$ cat src/sv/cbd_pkg.sv
`default_nettype none

package cbd_pkg;

  typedef struct packed {
    logic [7:0] data_byte;
    logic       last_byte;
  } in_beat_t;

  typedef struct packed {
    logic [7:0] out_byte;
    logic       byte_valid;
    logic       chunk_end;
    logic       done_res;
    logic [2:0] status;
  } out_beat_t;

  localparam logic [7:0] CHAR_TAB = 8'h09;
  localparam logic [7:0] CHAR_LF  = 8'h0A;
  localparam logic [7:0] CHAR_VT  = 8'h0B;
  localparam logic [7:0] CHAR_FF  = 8'h0C;
  localparam logic [7:0] CHAR_CR  = 8'h0D;
  localparam logic [7:0] CHAR_SP  = 8'h20;

  // Status codes reported on the final beat of a buffer.
  localparam logic [2:0] ST_ZERO         = 3'd0;
  localparam logic [2:0] ST_BETWEEN      = 3'd1;
  localparam logic [2:0] ST_NO_SIZE_CRLF = 3'd2;
  localparam logic [2:0] ST_IN_DATA      = 3'd3;
  localparam logic [2:0] ST_NO_DATA_CRLF = 3'd4;

  // Returns {is_hex, nibble}.
  function automatic logic [4:0] hex_decode(input logic [7:0] c);
    logic [4:0] r;
    r = 5'd0;
    if (c >= 8'h30 && c <= 8'h39) begin
      r = {1'b1, c[3:0]};
    end else if ((c >= 8'h61 && c <= 8'h66) || (c >= 8'h41 && c <= 8'h46)) begin
      r = {1'b1, c[3:0] + 4'd9};
    end
    return r;
  endfunction

  function automatic logic is_blank(input logic [7:0] c);
    return (c == CHAR_SP) || (c == CHAR_TAB) || (c == CHAR_LF) ||
           (c == CHAR_VT) || (c == CHAR_FF) || (c == CHAR_CR);
  endfunction

endpackage

`default_nettype wire

$ cat src/sv/cbd_in_stage.sv
`default_nettype none

module cbd_in_stage (
  input  wire logic             clk,
  input  wire logic             rst,
  input  wire logic             enc_valid,
  output logic                  enc_ready,
  input  wire cbd_pkg::in_beat_t enc_beat,
  input  wire logic             advance,
  output logic                  hold_valid,
  output cbd_pkg::in_beat_t     hold_beat
);

  assign enc_ready = !hold_valid || advance;

  always_ff @(posedge clk) begin
    if (rst) begin
      hold_valid <= 1'b0;
    end else if (enc_valid && enc_ready) begin
      hold_valid <= 1'b1;
    end else if (advance) begin
      hold_valid <= 1'b0;
    end
  end

  always_ff @(posedge clk) begin
    if (enc_valid && enc_ready) begin
      hold_beat <= enc_beat;
    end
  end

endmodule

`default_nettype wire

$ cat src/sv/cbd_parser.sv
`default_nettype none

module cbd_parser #(
  parameter int SIZE_BITS = 32
) (
  input  wire logic              clk,
  input  wire logic              rst,
  input  wire cbd_pkg::in_beat_t beat,
  input  wire logic              take,
  output cbd_pkg::out_beat_t     res,
  output logic                   res_valid
);

  typedef enum logic [2:0] {
    PH_START, PH_LEAD, PH_DIGITS, PH_IGNORE,
    PH_DATA, PH_DATA_CR, PH_DATA_LF, PH_STOP
  } phase_t;

  phase_t               phase, phase_next, phase_cr;
  logic [SIZE_BITS-1:0] size_accum, size_accum_next, size_digit;
  logic [SIZE_BITS-1:0] bytes_left, bytes_left_next;
  logic                 cr_pending, cr_pending_next;
  logic [2:0]           final_status, final_status_next;
  logic                 hit, cend;
  logic [2:0]           st;
  logic [4:0]           hx;
  logic [7:0]           c;
  logic                 next_in_size_line;

  assign c  = beat.data_byte;
  assign hx = cbd_pkg::hex_decode(c);

  // Shifting in a nibble saturates once any of the top four bits is set.
  assign size_digit = (|size_accum[SIZE_BITS-1 -: 4]) ? {SIZE_BITS{1'b1}}
                                                      : {size_accum[SIZE_BITS-5:0], hx[3:0]};

  // A pending CR not followed by LF acts as a blank of the size line.
  always_comb begin
    phase_cr = phase;
    if (cr_pending) begin
      unique case (phase)
        PH_START, PH_LEAD: phase_cr = PH_LEAD;
        PH_DIGITS:         phase_cr = PH_IGNORE;
        default:           phase_cr = phase;
      endcase
    end
  end

  always_comb begin
    phase_next        = phase;
    size_accum_next   = size_accum;
    bytes_left_next   = bytes_left;
    cr_pending_next   = cr_pending;
    final_status_next = final_status;
    hit               = 1'b0;
    cend              = 1'b0;
    unique case (phase)
      PH_START, PH_LEAD, PH_DIGITS, PH_IGNORE: begin
        if (cr_pending && c == cbd_pkg::CHAR_LF) begin
          cr_pending_next = 1'b0;
          if (size_accum == '0) begin
            phase_next        = PH_STOP;
            final_status_next = cbd_pkg::ST_ZERO;
          end else begin
            bytes_left_next = size_accum;
            size_accum_next = '0;
            phase_next      = PH_DATA;
          end
        end else begin
          cr_pending_next = (c == cbd_pkg::CHAR_CR);
          phase_next      = phase_cr;
          if (c != cbd_pkg::CHAR_CR) begin
            unique case (phase_cr)
              PH_START, PH_LEAD: begin
                if (cbd_pkg::is_blank(c)) begin
                  phase_next = PH_LEAD;
                end else if (hx[4]) begin
                  phase_next      = PH_DIGITS;
                  size_accum_next = size_digit;
                end else begin
                  phase_next = PH_IGNORE;
                end
              end
              PH_DIGITS: begin
                if (hx[4]) begin
                  size_accum_next = size_digit;
                end else begin
                  phase_next = PH_IGNORE;
                end
              end
              default: phase_next = phase_cr;
            endcase
          end
        end
      end
      PH_DATA: begin
        hit = 1'b1;
        if (~|bytes_left[SIZE_BITS-1:1]) begin
          bytes_left_next = '0;
          cend            = 1'b1;
          phase_next      = PH_DATA_CR;
        end else begin
          bytes_left_next = bytes_left - SIZE_BITS'(1);
        end
      end
      PH_DATA_CR: begin
        if (c == cbd_pkg::CHAR_CR) begin
          phase_next = PH_DATA_LF;
        end else begin
          phase_next        = PH_STOP;
          final_status_next = cbd_pkg::ST_NO_DATA_CRLF;
        end
      end
      PH_DATA_LF: begin
        if (c == cbd_pkg::CHAR_LF) begin
          phase_next = PH_START;
        end else begin
          phase_next        = PH_STOP;
          final_status_next = cbd_pkg::ST_NO_DATA_CRLF;
        end
      end
      default: phase_next = phase;
    endcase
  end

  assign next_in_size_line = (phase_next == PH_START) || (phase_next == PH_LEAD) ||
                             (phase_next == PH_DIGITS) || (phase_next == PH_IGNORE);

  always_comb begin
    st = cbd_pkg::ST_ZERO;
    if (beat.last_byte) begin
      priority if (phase_next == PH_STOP) begin
        st = final_status_next;
      end else if (phase_next == PH_START && !cr_pending_next) begin
        st = cbd_pkg::ST_BETWEEN;
      end else if (next_in_size_line) begin
        st = cbd_pkg::ST_NO_SIZE_CRLF;
      end else if (phase_next == PH_DATA) begin
        st = cbd_pkg::ST_IN_DATA;
      end else begin
        st = cbd_pkg::ST_NO_DATA_CRLF;
      end
    end
  end

  assign res.out_byte   = hit ? c : 8'd0;
  assign res.byte_valid = hit;
  assign res.chunk_end  = cend;
  assign res.done_res   = beat.last_byte;
  assign res.status     = st;
  assign res_valid      = hit || beat.last_byte;

  // The final beat of a buffer returns the parser to its reset state.
  always_ff @(posedge clk) begin
    if (rst || (take && beat.last_byte)) begin
      phase        <= PH_START;
      size_accum   <= '0;
      bytes_left   <= '0;
      cr_pending   <= 1'b0;
      final_status <= cbd_pkg::ST_ZERO;
    end else if (take) begin
      phase        <= phase_next;
      size_accum   <= size_accum_next;
      bytes_left   <= bytes_left_next;
      cr_pending   <= cr_pending_next;
      final_status <= final_status_next;
    end
  end

endmodule

`default_nettype wire

$ cat src/sv/cbd_out_stage.sv
`default_nettype none

module cbd_out_stage (
  input  wire logic               clk,
  input  wire logic               rst,
  input  wire logic               load,
  input  wire cbd_pkg::out_beat_t load_beat,
  output logic                    can_load,
  output logic                    dec_valid,
  input  wire logic               dec_ready,
  output cbd_pkg::out_beat_t      dec_beat
);

  assign can_load = !dec_valid || dec_ready;

  always_ff @(posedge clk) begin
    if (rst) begin
      dec_valid <= 1'b0;
    end else if (load) begin
      dec_valid <= 1'b1;
    end else if (dec_ready) begin
      dec_valid <= 1'b0;
    end
  end

  always_ff @(posedge clk) begin
    if (load) begin
      dec_beat <= load_beat;
    end
  end

endmodule

`default_nettype wire

$ cat src/sv/chunked_body_decoder.sv
// Chunked body decoder.
// Encoded bytes enter on the enc channel, one beat per byte, with last_byte
// set on the final byte of a buffer. Decoded results leave on the dec
// channel: a beat for every chunk data byte (chunk_end marks the last byte of
// each chunk) and a beat for the final byte of a buffer, which carries
// done_res and the status. Size-line and trailer bytes produce no beat.
// Each accepted byte waits in the input holding register, where the parser
// decodes it combinationally; its result is loaded into the output register
// as soon as the output register can take it.
// Throughput: one byte per cycle while the receiver keeps up, through the
// combinational parser update between the input and output registers.
// Reset clears the valid flags of both registers and the parser state; the
// final byte of a buffer also returns the parser to its reset state.
// When the receiver stalls, the output register holds its beat; bytes that
// produce no result keep flowing, and the first byte that needs the output
// waits in the input register, after which enc_ready drops.
// SIZE_BITS sets the width of the chunk size counter (8 to 64); larger sizes
// saturate at the counter maximum.
`default_nettype none

module chunked_body_decoder #(
  parameter int SIZE_BITS = 32
) (
  input  wire logic               clk,
  input  wire logic               rst,
  input  wire logic               enc_valid,
  output logic                    enc_ready,
  input  wire cbd_pkg::in_beat_t  enc_beat,
  output logic                    dec_valid,
  input  wire logic               dec_ready,
  output cbd_pkg::out_beat_t      dec_beat
);

  logic               hold_valid;
  cbd_pkg::in_beat_t  hold_beat;
  cbd_pkg::out_beat_t res;
  logic               res_valid;
  logic               can_load;
  logic               advance;

  assign advance = hold_valid && (!res_valid || can_load);

  cbd_in_stage u_in (
    .clk        (clk),
    .rst        (rst),
    .enc_valid  (enc_valid),
    .enc_ready  (enc_ready),
    .enc_beat   (enc_beat),
    .advance    (advance),
    .hold_valid (hold_valid),
    .hold_beat  (hold_beat)
  );

  cbd_parser #(
    .SIZE_BITS (SIZE_BITS)
  ) u_parser (
    .clk       (clk),
    .rst       (rst),
    .beat      (hold_beat),
    .take      (advance),
    .res       (res),
    .res_valid (res_valid)
  );

  cbd_out_stage u_out (
    .clk       (clk),
    .rst       (rst),
    .load      (advance && res_valid),
    .load_beat (res),
    .can_load  (can_load),
    .dec_valid (dec_valid),
    .dec_ready (dec_ready),
    .dec_beat  (dec_beat)
  );

endmodule

`default_nettype wire

$ cat config.mk
export PLATFORM = sky130hd
export DESIGN_NAME = chunked_body_decoder
export DESIGN_NICKNAME = d
export VERILOG_FILES = /design/src/sv/cbd_pkg.sv /design/src/sv/cbd_in_stage.sv /design/src/sv/cbd_parser.sv /design/src/sv/cbd_out_stage.sv /design/src/sv/chunked_body_decoder.sv
export SDC_FILE = /design/constraint.sdc
export NUM_CORES = 1
export LEC_CHECK = 0
export BUFFER_PORTS_ARGS = -buffer_cell sky130_fd_sc_hd__buf_4
export CELL_PAD_IN_SITES_DETAIL_PLACEMENT = 1
export CELL_PAD_IN_SITES_GLOBAL_PLACEMENT = 1
export CORE_ASPECT_RATIO = 2
export CORE_MARGIN = 2
export CORE_UTILIZATION = 46
export CTS_CLUSTER_SIZE = 14
export DETAILED_ROUTE_END_ITERATION = 16
export HOLD_SLACK_MARGIN = 0.05
export PLACE_DENSITY = 0.84
export REMOVE_ABC_BUFFERS = 1
export SYNTH_ARGS = -nofsm -noshare
export SYNTH_HDL_FRONTEND = slang
export SYNTH_SLANG_ARGS = --single-unit
$ cat constraint.sdc
create_clock -name clk -period 3.5 [get_ports clk]
set_input_delay 0.35 -clock clk [delete_from_list [all_inputs] [get_ports clk]]
set_output_delay 0.35 -clock clk [all_outputs]
set_load 0.01 [all_outputs]
==> metrics.md <==
| Metric | Value |
|---|---|
| Cell with the most instances after synthesis | `dfxtp_1` |
| Crit-path max FO | `13` |
| Die Y | `roughly 150 um` |
| Final cell count without fillers | `between 700 and 800` |
| Area contributors post-synth | `dfxtp_1 30%, edfxtp_1 14%, a21oi_1 6.5%` |
| Period minus WS final | `a little over 3 ns` |
| RSZ-0062 raised after global routing | `false` |
| Leak Pwr | `1.966 nW` |
| Post-DRT Antenna Nets | `0` |
| Std-Cell Rows | `53` |
| Final hold slack | `about 0.17 ns` |
| # IOs | `29` |
| Register Area | `around 2200 um2` |
| Placed instance count | `a little over 700` |
| Tightest Hold Check Type | `input port to flip-flop` |
| Rel. slew slack | `a little over an eighth` |
| DR pass1 iterations | `4` |
| Primary FF master, synth | `dfxtp_1` |
| Synth Cell Area | `about 5000 um2` |
| # fillers | `about 1300` |
| # DRC | `0` |
| Core area | `between 10000 and 15000 um2` |
| Flops & latches, synth | `96` |
| Power Dens Cells | `slightly above 400 nW/um2` |
| Top-area cell type share of the netlist area | `between 20% and 30%` |
| Cell area after layout | `around 5600 um2` |
| Maxcap violations | `0` |
| Port bufs | `28` |
| Layout Utilization | `53.56%` |
| Syn Area/Cell | `between 8 and 9 um2` |
| Vias | `4816` |
| Final setup viols | `0` |
| Multi-input gate area | `roughly 2600 um2` |
| Cell Chain, Critical Path | `or4_1, nor4_1, and4_1, nor2_1, a32o_1, a22oi_1, nor2_1` |
| Slew @ Worst Pin | `between 1 and 1.5 ns` |
| Clock sinks | `96` |
| CP max stage cell | `or4_1` |
| Layout cells sized above 1 | `between 10 and 15%` |
| 1st-iter DRT viols | `about 250` |
| Status | `completed` |
| Initial core utilization | `between 40% and 50%` |
| Overall routed net length | `around 16000 um` |
| Vias/cell | `6.491` |
| Post-CTS sizing | `0` |
| Final Hold Vio Count | `0` |
| Synth cell count leaders | `73 x dfxtp_1, 64 x a21oi_1, 61 x nor2_1, 59 x nand2_1, 34 x o21ai_0` |
| GRT Total Usage | `29.05%` |
| Layout Skew | `between 0.01 and 0.015 ns` |
| Initial antenna violation count | `0` |
| Final Cycle Share | `88.59%` |
| Cell accounting for the most synthesized area | `dfxtp_1` |
| Clock Latency Late Sink | `approximately 0.35 ns` |
| Most used cell, CP | `nor2_1` |
| Achievable frequency | `~0.32 GHz` |
| Syn Inst Count | `583` |
| Crit path capture type | `flip-flop` |
| # hold bufs at CTS | `0` |
| Post-Place Cell Area | `between 5000 and 6000 um2` |
| CTS tree | `yes` |
| Startpoint class of the critical path | `flip-flop` |
| Synth unique cells | `64` |
| Vias in the first global route | `~5000` |
| Clock-pin slew on the worst setup and hold paths | `0.08 ns` |
| Die width | `slightly below 80 um` |
| Critical path class | `flip-flop to flip-flop` |
| CTS Buf Count | `9` |
| Setup repair bufs after CTS | `0` |
| Clock root cell | `clkbuf_16` |
| Die area | `about 12000 um2` |
| Synth async-reset ratio | `0%` |
| Max VDD drop | `0.2443 mV` |
| Sequential area share after synthesis | `43.56%` |
| Pin count of the biggest net entering global routing | `between 40 and 50` |
| WP data required | `between 3 and 4 ns` |
| Deepest clock path buffer count | `2` |
| Post-synth EDFFs | `23` |
| Reg2reg path depth | `7` |
| Synth warnings | `0` |
| Total power | `2.314 mW` |
| Diode count | `0` |
| Hold Path Stages | `1` |
| Wire per inst | `between 20 and 25 um` |
| Crit path DAT | `roughly 3.3 ns` |
| Grt total ovfl | `0` |
| Final Max Tran Viols | `0` |
| CP max stage delay | `0.62 ns` |
| Dpl hpwl | `approximately 11000 um` |
| Nets | `619` |
| Htree depth | `3` |
| Area Growth Syn to Fin | `13.57%` |
| Global placer's final weighted congestion | `0.9328` |
| First-pass GRT wire length | `approximately 26000 um` |
## power breakdown
part / switching (mW) / internal (mW)
registers: 0.0167 / 1.15
logic: 0.0620 / 0.0356
clock network: 0.481 / 0.572
## metrics by stage
step,TNS [ns],setup WS (ns)
2_1_floorplan,-9.958,-0.4500
3_5_place_dp,0,0.4097
6_report,0,0.3993
3_3_place_gp,0,0.4689
4_1_cts,0,0.3737
5_1_grt,0,0.2206
## metal layers
metal	up-vias	part of all wire (%)	global-route usage [%]
met2	153	56	53.57
met5	-	0	0
met4	0	5.8	20.63
met3	67	3.7	4.556
li1	2210	-	-
met1	2386	35	29.17
## registers in the layout, indices dropped and copies added (netlist names)
name,flops
u_parser.size_accum,32
u_parser.phase,3
u_out.dec_beat,14
u_out.dec_valid,1
u_in.hold_valid,1
u_parser.bytes_left,32
u_parser.cr_pending,1
u_in.hold_beat,9
u_parser.final_status,3
## worst paths after layout
check,start,end,slack (ns)
setup reg to reg,u_parser.bytes_left[24],u_parser.bytes_left[8],0.40
hold / removal,enc_beat[5],u_in.hold_beat[5],0.17
setup / recovery,u_parser.bytes_left[24],u_parser.bytes_left[8],0.40
hold reg to reg,u_parser.bytes_left[7],u_parser.bytes_left[7],0.48
## cell usage in the layout, fill, tap and decap left out, types with 2 or more instances in the layout
| master | n |
|---|---|
| a2111oi_4 | 2 |
| a211oi_1 | 6 |
| a21o_1 | 4 |
| a21oi_1 | 64 |
| a221oi_1 | 5 |
| a22oi_1 | 15 |
| a2bb2oi_1 | 3 |
| a32o_1 | 4 |
| and2_1 | 8 |
| and3_1 | 8 |
| buf_4 | 49 |
| clkbuf_16 | 9 |
| dfxtp_1 | 73 |
| edfxtp_1 | 23 |
| ha_1 | 6 |
| inv_1 | 9 |
| inv_2 | 2 |
| inv_6 | 4 |
| nand2_1 | 59 |
| nand2b_1 | 2 |
| nand3_1 | 12 |
| nand4_1 | 5 |
| nor2_1 | 61 |
| nor3_1 | 22 |
| nor3b_1 | 2 |
| nor4_1 | 13 |
| o211ai_1 | 30 |
| o21a_1 | 3 |
| o21ai_0 | 34 |
| o21ai_1 | 5 |
| o21bai_1 | 2 |
| o22ai_1 | 3 |
| o31ai_1 | 10 |
| o41ai_1 | 2 |
| or3_1 | 9 |
| or4_1 | 3 |
| xor2_1 | 4 |
## kinds of logic after synthesis
family                   after synthesis  synth area share, %
multiplexers                           1               0.2026
AO/OA/AOI/OAI                        205                27.63
buffers and inverters                 54                4.659
AND/OR/NAND/NOR                      216                21.55
XOR/XNOR                               5               0.8863
flip-flops                            96                43.56
adder cells (fa/ha/maj)                6                1.519
## final cells by class
cell class,count,area share [%]
Inverter,11,0.7358
Clock buffer,9,4.013
Multi-Input combinational cell,433,45.77
Sequential cell,96,38.35
Tap cell,137,3.055
Clock inverter,7,1.516
Timing Repair Buffer,49,6.555
## critical path: cells and delay by family (launching register included)
family           cells  cell delay [ns]
AO/OA/AOI/OAI        2             0.55
AND/OR/NAND/NOR      5             2.05
flip-flops           1             0.36
Power figures use the tool's default switching activity.
